**config.mk**
```make
export PLATFORM = sky130hd
export DESIGN_NAME = top_ten_ranker
export DESIGN_NICKNAME = d
export VERILOG_FILES = /design/src/hdl/ttr_pkg.sv /design/src/hdl/ttr_front.sv /design/src/hdl/ttr_fifo.sv /design/src/hdl/ttr_back.sv /design/src/hdl/top_ten_ranker.sv
export SDC_FILE = /design/constraint.sdc
export NUM_CORES = 2
export LEC_CHECK = 0
export BUFFER_PORTS_ARGS = -buffer_cell sky130_fd_sc_hd__buf_2
export CORE_MARGIN = 5
export CORE_UTILIZATION = 62
export DETAILED_ROUTE_END_ITERATION = 16
export GPL_TIMING_DRIVEN = 0
export PLACE_DENSITY_LB_ADDON = 0.2
export SYNTH_ARGS = -nofsm -noshare
export SYNTH_HDL_FRONTEND = slang
export SYNTH_SLANG_ARGS = --single-unit
```
**constraint.sdc**
```tcl
create_clock -name clk -period 6.89 [get_ports clk]
set_clock_uncertainty 0.05 [all_clocks]
set_input_delay 0.3445 -clock clk [delete_from_list [all_inputs] [get_ports clk]]
set_output_delay 0.3445 -clock clk [all_outputs]
set_load 0.02 [all_outputs]
```
**src/hdl/ttr_pkg.sv**
```systemverilog
// ttr_pkg: shared types and constants for the top-ten ranker.
// No dependencies; used by ttr_front, ttr_fifo, ttr_back and top_ten_ranker.
package ttr_pkg;

  localparam int HITS_W = 16;
  localparam int TIME_W = 17;
  localparam int ID_W   = 6;
  localparam int RANK_W = 4;

  // 100.0 in Q7.10
  localparam logic [TIME_W-1:0] NO_HIT_TIME = 17'd102400;

  localparam int FIFO_DEPTH = 4;
  localparam int FIFO_AW    = 2;
  localparam int FIFO_CW    = 3;

  // classified candidate handed from the divider to the list
  typedef struct packed {
    logic              last;
    logic [ID_W-1:0]   id;
    logic [TIME_W-1:0] tph;
    logic [HITS_W-1:0] hits;
  } item_t;

  // one slot of the ranked list
  typedef struct packed {
    logic [HITS_W-1:0] hits;
    logic [TIME_W-1:0] tph;
    logic [ID_W-1:0]   id;
  } entry_t;

endpackage

```
**src/hdl/ttr_front.sv**
```systemverilog
// ttr_front: input stage, computes time per hit with a bit-serial divider.
// Depends on ttr_pkg; feeds ttr_fifo.
module ttr_front (
  input  logic                       clk,
  input  logic                       rst_n,
  input  logic                       in_valid,
  output logic                       in_ready,
  input  logic [ttr_pkg::HITS_W-1:0] in_hits,
  input  logic [ttr_pkg::TIME_W-1:0] in_endt,
  input  logic [ttr_pkg::ID_W-1:0]   in_id,
  input  logic                       in_last,
  input  logic                       fifo_full,
  output logic                       push,
  output ttr_pkg::item_t             push_item
);

  localparam logic [1:0] FS_IDLE = 2'd0;
  localparam logic [1:0] FS_DIV  = 2'd1;
  localparam logic [1:0] FS_PUSH = 2'd2;

  localparam int CNT_W = $clog2(ttr_pkg::TIME_W);
  localparam logic [CNT_W-1:0] LAST_STEP = CNT_W'(ttr_pkg::TIME_W - 1);

  logic [1:0]                  state_r, state_nxt;
  logic [CNT_W-1:0]            cnt_r, cnt_nxt;
  logic [ttr_pkg::TIME_W-1:0]  quo_r, quo_nxt;   // dividend shifts out, quotient shifts in
  logic [ttr_pkg::HITS_W-1:0]  rem_r, rem_nxt;
  logic [ttr_pkg::HITS_W-1:0]  hits_r, hits_nxt;
  logic [ttr_pkg::ID_W-1:0]    id_r, id_nxt;
  logic                        last_r, last_nxt;
  logic [ttr_pkg::HITS_W:0]    rem_sh, rem_sub;
  logic                        ge;

  assign in_ready = (state_r == FS_IDLE);
  assign push     = (state_r == FS_PUSH) && !fifo_full;
  assign push_item = '{last: last_r, id: id_r, tph: quo_r, hits: hits_r};

  assign rem_sh  = {rem_r, quo_r[ttr_pkg::TIME_W-1]};
  assign ge      = (rem_sh >= {1'b0, hits_r});
  assign rem_sub = rem_sh - {1'b0, hits_r};

  always_comb begin
    state_nxt = state_r;
    cnt_nxt   = cnt_r;
    quo_nxt   = quo_r;
    rem_nxt   = rem_r;
    hits_nxt  = hits_r;
    id_nxt    = id_r;
    last_nxt  = last_r;
    case (state_r)
      FS_IDLE: begin
        if (in_valid) begin
          hits_nxt = in_hits;
          id_nxt   = in_id;
          last_nxt = in_last;
          rem_nxt  = '0;
          cnt_nxt  = '0;
          if (in_hits == '0) begin
            quo_nxt   = ttr_pkg::NO_HIT_TIME;
            state_nxt = FS_PUSH;
          end else begin
            quo_nxt   = in_endt;
            state_nxt = FS_DIV;
          end
        end
      end
      FS_DIV: begin
        quo_nxt = {quo_r[ttr_pkg::TIME_W-2:0], ge};
        // remainder stays below the divisor, so 16 bits hold it
        rem_nxt = ge ? rem_sub[ttr_pkg::HITS_W-1:0] : rem_sh[ttr_pkg::HITS_W-1:0];
        cnt_nxt = cnt_r + 1'b1;
        if (cnt_r == LAST_STEP) begin
          state_nxt = FS_PUSH;
        end
      end
      FS_PUSH: begin
        if (!fifo_full) begin
          state_nxt = FS_IDLE;
        end
      end
      default: begin
        state_nxt = FS_IDLE;
      end
    endcase
  end

  always_ff @(posedge clk) begin
    if (!rst_n) begin
      state_r <= FS_IDLE;
      cnt_r   <= '0;
    end else begin
      state_r <= state_nxt;
      cnt_r   <= cnt_nxt;
    end
  end

  always_ff @(posedge clk) begin
    quo_r  <= quo_nxt;
    rem_r  <= rem_nxt;
    hits_r <= hits_nxt;
    id_r   <= id_nxt;
    last_r <= last_nxt;
  end

  a_div_ends: assert property (@(posedge clk) disable iff (!rst_n)
    (state_r == FS_DIV) && (cnt_r == LAST_STEP) |=> (state_r == FS_PUSH))
    else $error("divider did not finish after the last step");

endmodule

```
**src/hdl/ttr_fifo.sv**
```systemverilog
// ttr_fifo: short register queue between the divider and the list.
// Depends on ttr_pkg (item_t, FIFO_DEPTH).
module ttr_fifo (
  input  logic           clk,
  input  logic           rst_n,
  input  logic           push,
  input  ttr_pkg::item_t push_item,
  output logic           full,
  input  logic           pop,
  output logic           pop_valid,
  output ttr_pkg::item_t pop_item
);

  ttr_pkg::item_t               mem_r [ttr_pkg::FIFO_DEPTH];
  logic [ttr_pkg::FIFO_AW-1:0]  wr_ptr_r, rd_ptr_r;
  logic [ttr_pkg::FIFO_CW-1:0]  count_r, count_nxt;

  assign full      = (count_r == ttr_pkg::FIFO_CW'(ttr_pkg::FIFO_DEPTH));
  assign pop_valid = (count_r != '0);
  assign pop_item  = mem_r[rd_ptr_r];

  always_comb begin
    count_nxt = count_r;
    if (push && !pop) begin
      count_nxt = count_r + 1'b1;
    end else if (pop && !push) begin
      count_nxt = count_r - 1'b1;
    end
  end

  always_ff @(posedge clk) begin
    if (!rst_n) begin
      wr_ptr_r <= '0;
      rd_ptr_r <= '0;
      count_r  <= '0;
    end else begin
      if (push) begin
        wr_ptr_r <= wr_ptr_r + 1'b1;
      end
      if (pop) begin
        rd_ptr_r <= rd_ptr_r + 1'b1;
      end
      count_r <= count_nxt;
    end
  end

  always_ff @(posedge clk) begin
    if (push) begin
      mem_r[wr_ptr_r] <= push_item;
    end
  end

  a_no_overflow: assert property (@(posedge clk) disable iff (!rst_n)
    !(push && full))
    else $error("push into a full queue");

  a_no_underflow: assert property (@(posedge clk) disable iff (!rst_n)
    !(pop && !pop_valid))
    else $error("pop from an empty queue");

endmodule

```
**src/hdl/ttr_back.sv**
```systemverilog
// ttr_back: ranked list with parallel-compare insertion and shift-out emission.
// Depends on ttr_pkg; pops items from ttr_fifo.
module ttr_back #(
  parameter int LIST_DEPTH = 10
) (
  input  logic                       clk,
  input  logic                       rst_n,
  input  logic                       pop_valid,
  input  ttr_pkg::item_t             pop_item,
  output logic                       pop,
  output logic                       out_valid,
  input  logic                       out_ready,
  output logic [ttr_pkg::RANK_W-1:0] out_rank,
  output logic [ttr_pkg::HITS_W-1:0] out_hits,
  output logic [ttr_pkg::ID_W-1:0]   out_id,
  output logic [ttr_pkg::TIME_W-1:0] out_time,
  output logic                       out_last
);

  localparam int CW = $clog2(LIST_DEPTH);
  localparam logic [CW-1:0] LAST_RANK = CW'(LIST_DEPTH - 1);

  ttr_pkg::entry_t           list_r [LIST_DEPTH];
  logic [LIST_DEPTH-1:0]     q;
  logic                      emit_r;
  logic [CW-1:0]             cnt_r;
  logic                      load;
  logic                      out_valid_r;
  logic [ttr_pkg::RANK_W-1:0] out_rank_r;
  ttr_pkg::entry_t           out_ent_r;
  logic                      out_last_r;
  ttr_pkg::entry_t           new_ent;

  assign pop  = pop_valid && !emit_r;
  assign load = emit_r && (!out_valid_r || out_ready);

  assign new_ent = '{hits: pop_item.hits, tph: pop_item.tph, id: pop_item.id};

  // slot qualifies when its entry ranks below the candidate; the list is
  // kept sorted, so q is a run of zeros followed by ones
  always_comb begin
    for (int j = 0; j < LIST_DEPTH; j++) begin
      q[j] = (list_r[j].hits < pop_item.hits) ||
             ((list_r[j].hits == pop_item.hits) && (list_r[j].tph < pop_item.tph));
    end
  end

  always_ff @(posedge clk) begin
    if (!rst_n) begin
      for (int j = 0; j < LIST_DEPTH; j++) begin
        list_r[j] <= '0;
      end
    end else if (pop) begin
      list_r[0] <= q[0] ? new_ent : list_r[0];
      for (int j = 1; j < LIST_DEPTH; j++) begin
        if (q[j-1]) begin
          list_r[j] <= list_r[j-1];
        end else if (q[j]) begin
          list_r[j] <= new_ent;
        end
      end
    end else if (load) begin
      // shift out from the top; zeros fill in, so the list ends cleared
      for (int j = 0; j < LIST_DEPTH - 1; j++) begin
        list_r[j] <= list_r[j+1];
      end
      list_r[LIST_DEPTH-1] <= '0;
    end
  end

  always_ff @(posedge clk) begin
    if (!rst_n) begin
      emit_r      <= 1'b0;
      cnt_r       <= '0;
      out_valid_r <= 1'b0;
    end else begin
      if (pop && pop_item.last) begin
        emit_r <= 1'b1;
        cnt_r  <= '0;
      end else if (load) begin
        cnt_r <= cnt_r + 1'b1;
        if (cnt_r == LAST_RANK) begin
          emit_r <= 1'b0;
        end
      end
      if (load) begin
        out_valid_r <= 1'b1;
      end else if (out_ready) begin
        out_valid_r <= 1'b0;
      end
    end
  end

  always_ff @(posedge clk) begin
    if (load) begin
      out_ent_r  <= list_r[0];
      out_rank_r <= ttr_pkg::RANK_W'(cnt_r);
      out_last_r <= (cnt_r == LAST_RANK);
    end
  end

  assign out_valid = out_valid_r;
  assign out_rank  = out_rank_r;
  assign out_hits  = out_ent_r.hits;
  assign out_id    = out_ent_r.id;
  assign out_time  = out_ent_r.tph;
  assign out_last  = out_last_r;

  a_emit_done: assert property (@(posedge clk) disable iff (!rst_n)
    load && (cnt_r == LAST_RANK) |=> !emit_r)
    else $error("emission ran past the last rank");

  for (genvar g = 0; g < LIST_DEPTH - 1; g++) begin : g_sorted
    a_sorted: assert property (@(posedge clk) disable iff (!rst_n)
      (list_r[g].hits > list_r[g+1].hits) ||
      ((list_r[g].hits == list_r[g+1].hits) && (list_r[g].tph >= list_r[g+1].tph)))
      else $error("ranked list out of order");
  end

endmodule

```
**src/hdl/top_ten_ranker.sv**
```systemverilog
// top_ten_ranker: ranks candidates by hit count, then time per hit.
// A candidate passes the 17-step bit-serial divider, then the queue, then list insertion;
// a zero hit count skips the divider. A new candidate is taken only after the previous one
// has been pushed into the queue; the push waits while the queue is full. A last candidate
// makes the list stage emit LIST_DEPTH entries, overlapped with the divider through the queue.
// Synchronous active-low reset clears the list and all control state at once.
module top_ten_ranker #(
  parameter int LIST_DEPTH = 10
) (
  input  logic        clk,
  input  logic        rst_n,
  input  logic        in_tvalid,
  output logic        in_tready,
  input  logic [39:0] in_tdata,   // hit_count[15:0], end_time[32:16], candidate_id[38:33]
  input  logic        in_tlast,   // is_last
  output logic        out_tvalid,
  input  logic        out_tready,
  output logic [47:0] out_tdata,  // rank[3:0], ranked_hits[19:4], ranked_id[25:20],
                                  // ranked_time[42:26]
  output logic        out_tlast   // last_of_list
);

  logic                       fifo_full, push, pop, pop_valid;
  ttr_pkg::item_t             push_item, pop_item;
  logic [ttr_pkg::RANK_W-1:0] o_rank;
  logic [ttr_pkg::HITS_W-1:0] o_hits;
  logic [ttr_pkg::ID_W-1:0]   o_id;
  logic [ttr_pkg::TIME_W-1:0] o_time;

  ttr_front u_front (
    .clk       (clk),
    .rst_n     (rst_n),
    .in_valid  (in_tvalid),
    .in_ready  (in_tready),
    .in_hits   (in_tdata[15:0]),
    .in_endt   (in_tdata[32:16]),
    .in_id     (in_tdata[38:33]),
    .in_last   (in_tlast),
    .fifo_full (fifo_full),
    .push      (push),
    .push_item (push_item)
  );

  ttr_fifo u_fifo (
    .clk       (clk),
    .rst_n     (rst_n),
    .push      (push),
    .push_item (push_item),
    .full      (fifo_full),
    .pop       (pop),
    .pop_valid (pop_valid),
    .pop_item  (pop_item)
  );

  ttr_back #(
    .LIST_DEPTH (LIST_DEPTH)
  ) u_back (
    .clk       (clk),
    .rst_n     (rst_n),
    .pop_valid (pop_valid),
    .pop_item  (pop_item),
    .pop       (pop),
    .out_valid (out_tvalid),
    .out_ready (out_tready),
    .out_rank  (o_rank),
    .out_hits  (o_hits),
    .out_id    (o_id),
    .out_time  (o_time),
    .out_last  (out_tlast)
  );

  assign out_tdata = {5'b0, o_time, o_id, o_hits, o_rank};

endmodule
```
Word level (Yosys, flattened, before mapping)
Memory sizes are Yosys's and may differ from the RTL's. A register that Yosys moved wholly into a read port is not among the register bits.
Cells that the tools add are included.

operators by class
  $add $sub $neg = 7
  $mul = 0
  div/mod/pow operators = 0
  magnitude comparators = 21
  equality and inequality tests = 18
  shift-type cells = 0
  muxes and demuxes = 135
  bitwise operators = 30
  reduce and logical (&&, ||, !) cells = 45

operator list
  cell                                          number
  two-way mux 39 bit                            30
  less-than comparator 17 bit                   10
  == test 16 bit                                10
  less-than comparator 16 bit                   10
  two-way mux 1 bit                             88
  two-way mux 17 bit                            2
  one-hot mux 17 bit (2 select lines)           1
  two-way mux 16 bit                            2
  one-hot mux 16 bit (2 select lines)           1
  bitwise OR 1 bit                              29
  greater-or-equal comparator 17 x 16 -> 1 bit  1
  logical AND 1 bit                             16
  logical NOT 16 bit                            1
  subtractor 16 bit                             1
  two-way mux 2 bit                             6
  logical OR 1 bit                              11
  one-hot mux 5 bit (2 select lines)            1
  nonzero test 2 bit                            5
  two-way mux 3 bit                             2
  one-hot mux 2 bit (3 select lines)            1
  AND reduction 2 bit                           3
  adder 5 x 1 -> 5 bit, second input constant   1
  == test 5 bit, second input constant          1
  logical NOT 1 bit                             5
  16 further kinds                              18

storage, ports and cells
  register bits after elaboration = 120
  latch bits = 0
  RAM bits = 550
  bits in read-only memories = 0
  bits of input ports = 45
  output and inout port bits = 51
  memories kept = 2

memory list
  name           depth  bits a word  read ports  clocked after memory_dff  wr ports  line            text
  u_back.list_r  10     39           10          0                         10        ttr_back.sv:23  ttr_pkg::entry_t list_r [LIST_DEPTH];
  u_fifo.mem_r   4      40           1           1                         1         ttr_fifo.sv:14  ttr_pkg::item_t mem_r [ttr_pkg::FIFO_DEPTH];

Logic depth before layout (Yosys ltp)
An unclocked memory read counts as a cell.

  word-level depth = 11
  gate-level depth with buffers = 15

Hierarchy
From an unflattened synthesis, not the netlist that was laid out.

unflattened totals
  cell total of the unflattened synthesis = 3,345
  area, all modules = 38,685.9 um^2

by module, submodules not included
  module          instances  cells an instance  area an instance (um^2)  seq. area each (um^2)
  ttr_back        1          2,738              28,899.0                 13,152.6
  ttr_fifo        1          252                6,263.5                  4,984.8
  ttr_front       1          349                3,482.1                  1,821.7
  top_ten_ranker  1          6                  41.3                     0.0

Least setup slack after synthesis
OpenSTA, ideal clock, no wires.

  kind = reg-to-reg
  start point = register with a tool-made name
  end point = memory u_back.list_r[6][0] (netlist bit) (enable)
  setup time = 0.489 ns
  arrival = 5.797 ns
  data required time = 6.351 ns
  setup slack = 0.553 ns
  cell stages (with the launch flop) = 12
  buffers on the path = 2
  period minus slack after synthesis = 6.337 ns
  cell sequence = dfxtp_1 -> buf_2 -> buf_2 -> mux4_2 -> inv_1 -> ha_1 -> o2111a_1 -> a211o_1 -> nor4_1 -> o311a_1 -> a21oi_2 -> o21ai_0

RTL lines
  item       line
  to (decl)  ttr_back.sv:23

==> metrics.yaml <==
ys_warn_count: 0
drc: 0
synth_cell_types: 74
pre_cts_ws_ps: 667
yosys.area.top_type_share_pct: 51.4
mostFrequentLayoutCells: "edfxtp_1 (650), ha_1 (345), nand2_1 (336)"
slew_viol_final: 0
avgRoutedWirePerCell_um: 26.2
cts_sinks: 672
core_area_um2: 60600
avgSynthCellArea_um2: 11.3
area_delta_synth_final_pct: 11.9
gp_congestion: 0.965
synth-seq-cells: 672
cts.clk_slew.worst_paths_ps: 60
status: "complete, no violations"
cp_max_fo: 23
drv_cap: 0
worstPathArrival_ps: 6610
crit_top_cell: "clkbuf_1"
die_h_um: 258
dpl.hpwl_um: 89300
drive_above_1_share_pct: 9.23
start_util_pct: 62.7
rows: 90
crit_chain: "clkbuf_1 -> clkbuf_1 -> mux4_2 -> inv_1 -> ha_1 -> o21ai_0 -> o21ai_0 -> a21oi_1 -> o311a_1 -> a21oi_2 -> nand2b_1 -> nand2_1 -> clkbuf_1 -> nand2_2 -> buf_16"
startpoint_type: "register"
tns_ps: 0
grt_max_degree: 40
worst_ir_drop_vdd_mv: 0.259
synth_edf_count: 650
port_buffers: 89
finalSetupViolations: 0
clock_path_buffers: 3
root_buffer: "clkbuf_16"
ys_seq_area_share_pct: 52.5
p_leak_nw: 17.4
finalCriticalPeriod_ps: 6300
power.total_mw: 20.9
holdCritPathClass: "in2reg"
power_density_nw_per_um2: 491
grt_util_met2_pct: 55.6
tightestPinTransition_ps: 1250
route.vias.total: 29500
max_freq_mhz: 159
slowest_stage: "inv_1"
grt_pass1_wl_um: 173000
met1_usage_pct: 45.2
dieArea_um2: 66300
synthesis.area_um2: 38000
finalHoldViolCount: 0
async_flop_share_pct: 0
cp_top_family: "buffers and inverters"
drt-vias-per-instance: 6.70
fin_ws_ps: 591
num_antenna_cells: 0
synth_flop_cell: "edfxtp_1"
post_cts_buffers: 0
io_pins: 96
cp.required_ps: 7200
criticalPathCategory: "reg2reg"
dr.pass1.iters: 6
crit_buf_inv: 5
drt-initial-drc-count: 3288
cts_buffers: 73
slowest_delay_ps: 550
fp.dieW_um: 258
grt_pass1_vias: 29700
grt_setup_unrepaired: "false"
synthCells: 3351
routed_wl_um: 115000
fin_nets: 3951
synth_area_leaders: "edfxtp_1 (51%), ha_1 (11%), nand2_1 (3.4%)"
period_share_pct: 91.4
grt_overflow: 0
htreeDepth: 3
clock_latency_ps: 630
postRouteAntennaNets: 0
synth_largest_area_cell: "edfxtp_1"
gr-usage-met3_pct: 5.05
cts_tree: "done"
slew_headroom_pct: 16.2
end_kind: "register"
top_usage_layer: "met2"
layout_commonest_cell: "edfxtp_1"
track_usage_pct: 33.8
antenna_found_initial: 0
==> worst reg2reg max path, stage by stage, from the launching register on <==
cell,delay [ps]
dfxtp_1,400
clkbuf_1,500
clkbuf_1,540
mux4_2,470
inv_1,550
ha_1,300
o21ai_0,120
o21ai_0,400
a21oi_1,240
o311a_1,440
a21oi_2,420
nand2b_1,120
nand2_1,140
clkbuf_1,520
nand2_2,460
buf_16,370
==> state kept, by name, summed over array words and instances, names as in the netlist, 3 cells and up, named ones only <==
register and flops:
u_back.cnt_r 4, u_back.list_r 390, u_back.out_hits 16, u_back.out_id 6, u_back.out_rank 4, u_back.out_time 17, u_fifo.count_r 3, u_fifo.mem_r 160
u_front.cnt_r 5, u_front.hits_r 16, u_front.id_r 6, u_front.quo_r 17, u_front.rem_r 16
==> final timing paths <==
check	startpoint	to	slack [ps]	cells after the start
max reg2reg	register	u_back.list_r[7][16]	590	15
max	register	u_back.list_r[7][16]	590	15
min	in_tdata[16]	u_front.quo_r[0]	30	3
min reg2reg	u_back.list_r[0][2]	u_back.out_id[2]	410	0
==> cell usage after synthesis (5+ instances only) <==
master     count
a211o_1       11
a211oi_1     128
a21o_1        92
a21oi_1      192
a221oi_1      10
a22oi_1       41
a31oi_1        7
and2_1        22
and4_1         7
buf_1         11
buf_2         42
buf_4          7
clkbuf_1     143
dfxtp_1       22
edfxtp_1     650
ha_1         345
inv_1        135
mux2i_1       42
mux4_2        40
nand2_1      343
nand2b_1      10
nand3_1      139
nand4_1       49
nor2_1       208
nor2b_1       30
nor3_1        60
nor4_1        14
o211a_1       80
o211ai_1      80
o21a_1        20
o21ai_0      184
o21ai_1        9
o21bai_1       6
o22ai_1        5
o2bb2ai_1     37
o31ai_1       37
or3_1          8
xnor2_1       11
xor2_1         9
==> routing by layer <==
metal	share of wire, %	vias to the layer above
met5	0	-
met4	4.5	0
met3	8.9	253
met2	47	1615
met1	39	14300
li1	-	13300
==> metrics by stage <==
step | hold slack [ps] | cell area (um^2) | utilization, % | cells
2_1_floorplan | 376 | 38000 | - | 3355
3_3_place_gp | 397 | 39400 | 65.1 | 4226
3_5_place_dp | 388 | 39800 | 65.7 | 4239
4_1_cts | 4.48 | 42500 | 70.2 | 4400
5_1_grt | 25.0 | 42500 | 70.2 | 4400
6_report | 31.4 | 42500 | 70.2 | 4400
==> final cells by class <==
class | instances | area (um^2)
Sequential cell | 672 | 20000
Fill cell | 4270 | 18100
Multi-Input combinational cell | 2345 | 16800
Clock buffer | 89 | 1930
Timing Repair Buffer | 129 | 1030
Tap cell | 782 | 978
Buffer | 203 | 842
Clock inverter | 45 | 508
Inverter | 135 | 507
==> what timing repair did <==
item,in CTS,in global routing
resized for setup,0,0
endpoints found under the hold margin,27,0
hold buffers,27,0
==> cell families after synthesis <==
kind of cell / share of synthesized area (%)
buffers and inverters: 3.55
DFF: 52.5
AOI/OAI and AO/OA: 17.6
other: 0.00987
muxes: 3.48
and+or+nand+nor: 11.0
adders and majority gates: 11.5
xor gates and xnor gates: 0.461
==> where the power goes <==
group          switching (mW)  total [mW]  internal (mW)  leakage (nW)
Sequential               1.13        7.53           6.40          6.80
Clock                    1.70        4.05           2.35          1.19
Combinational            6.25        9.31           3.06          9.38
Total                    9.08        20.9           11.8          17.4
No activity file was read; power rests on OpenSTA's default activity.
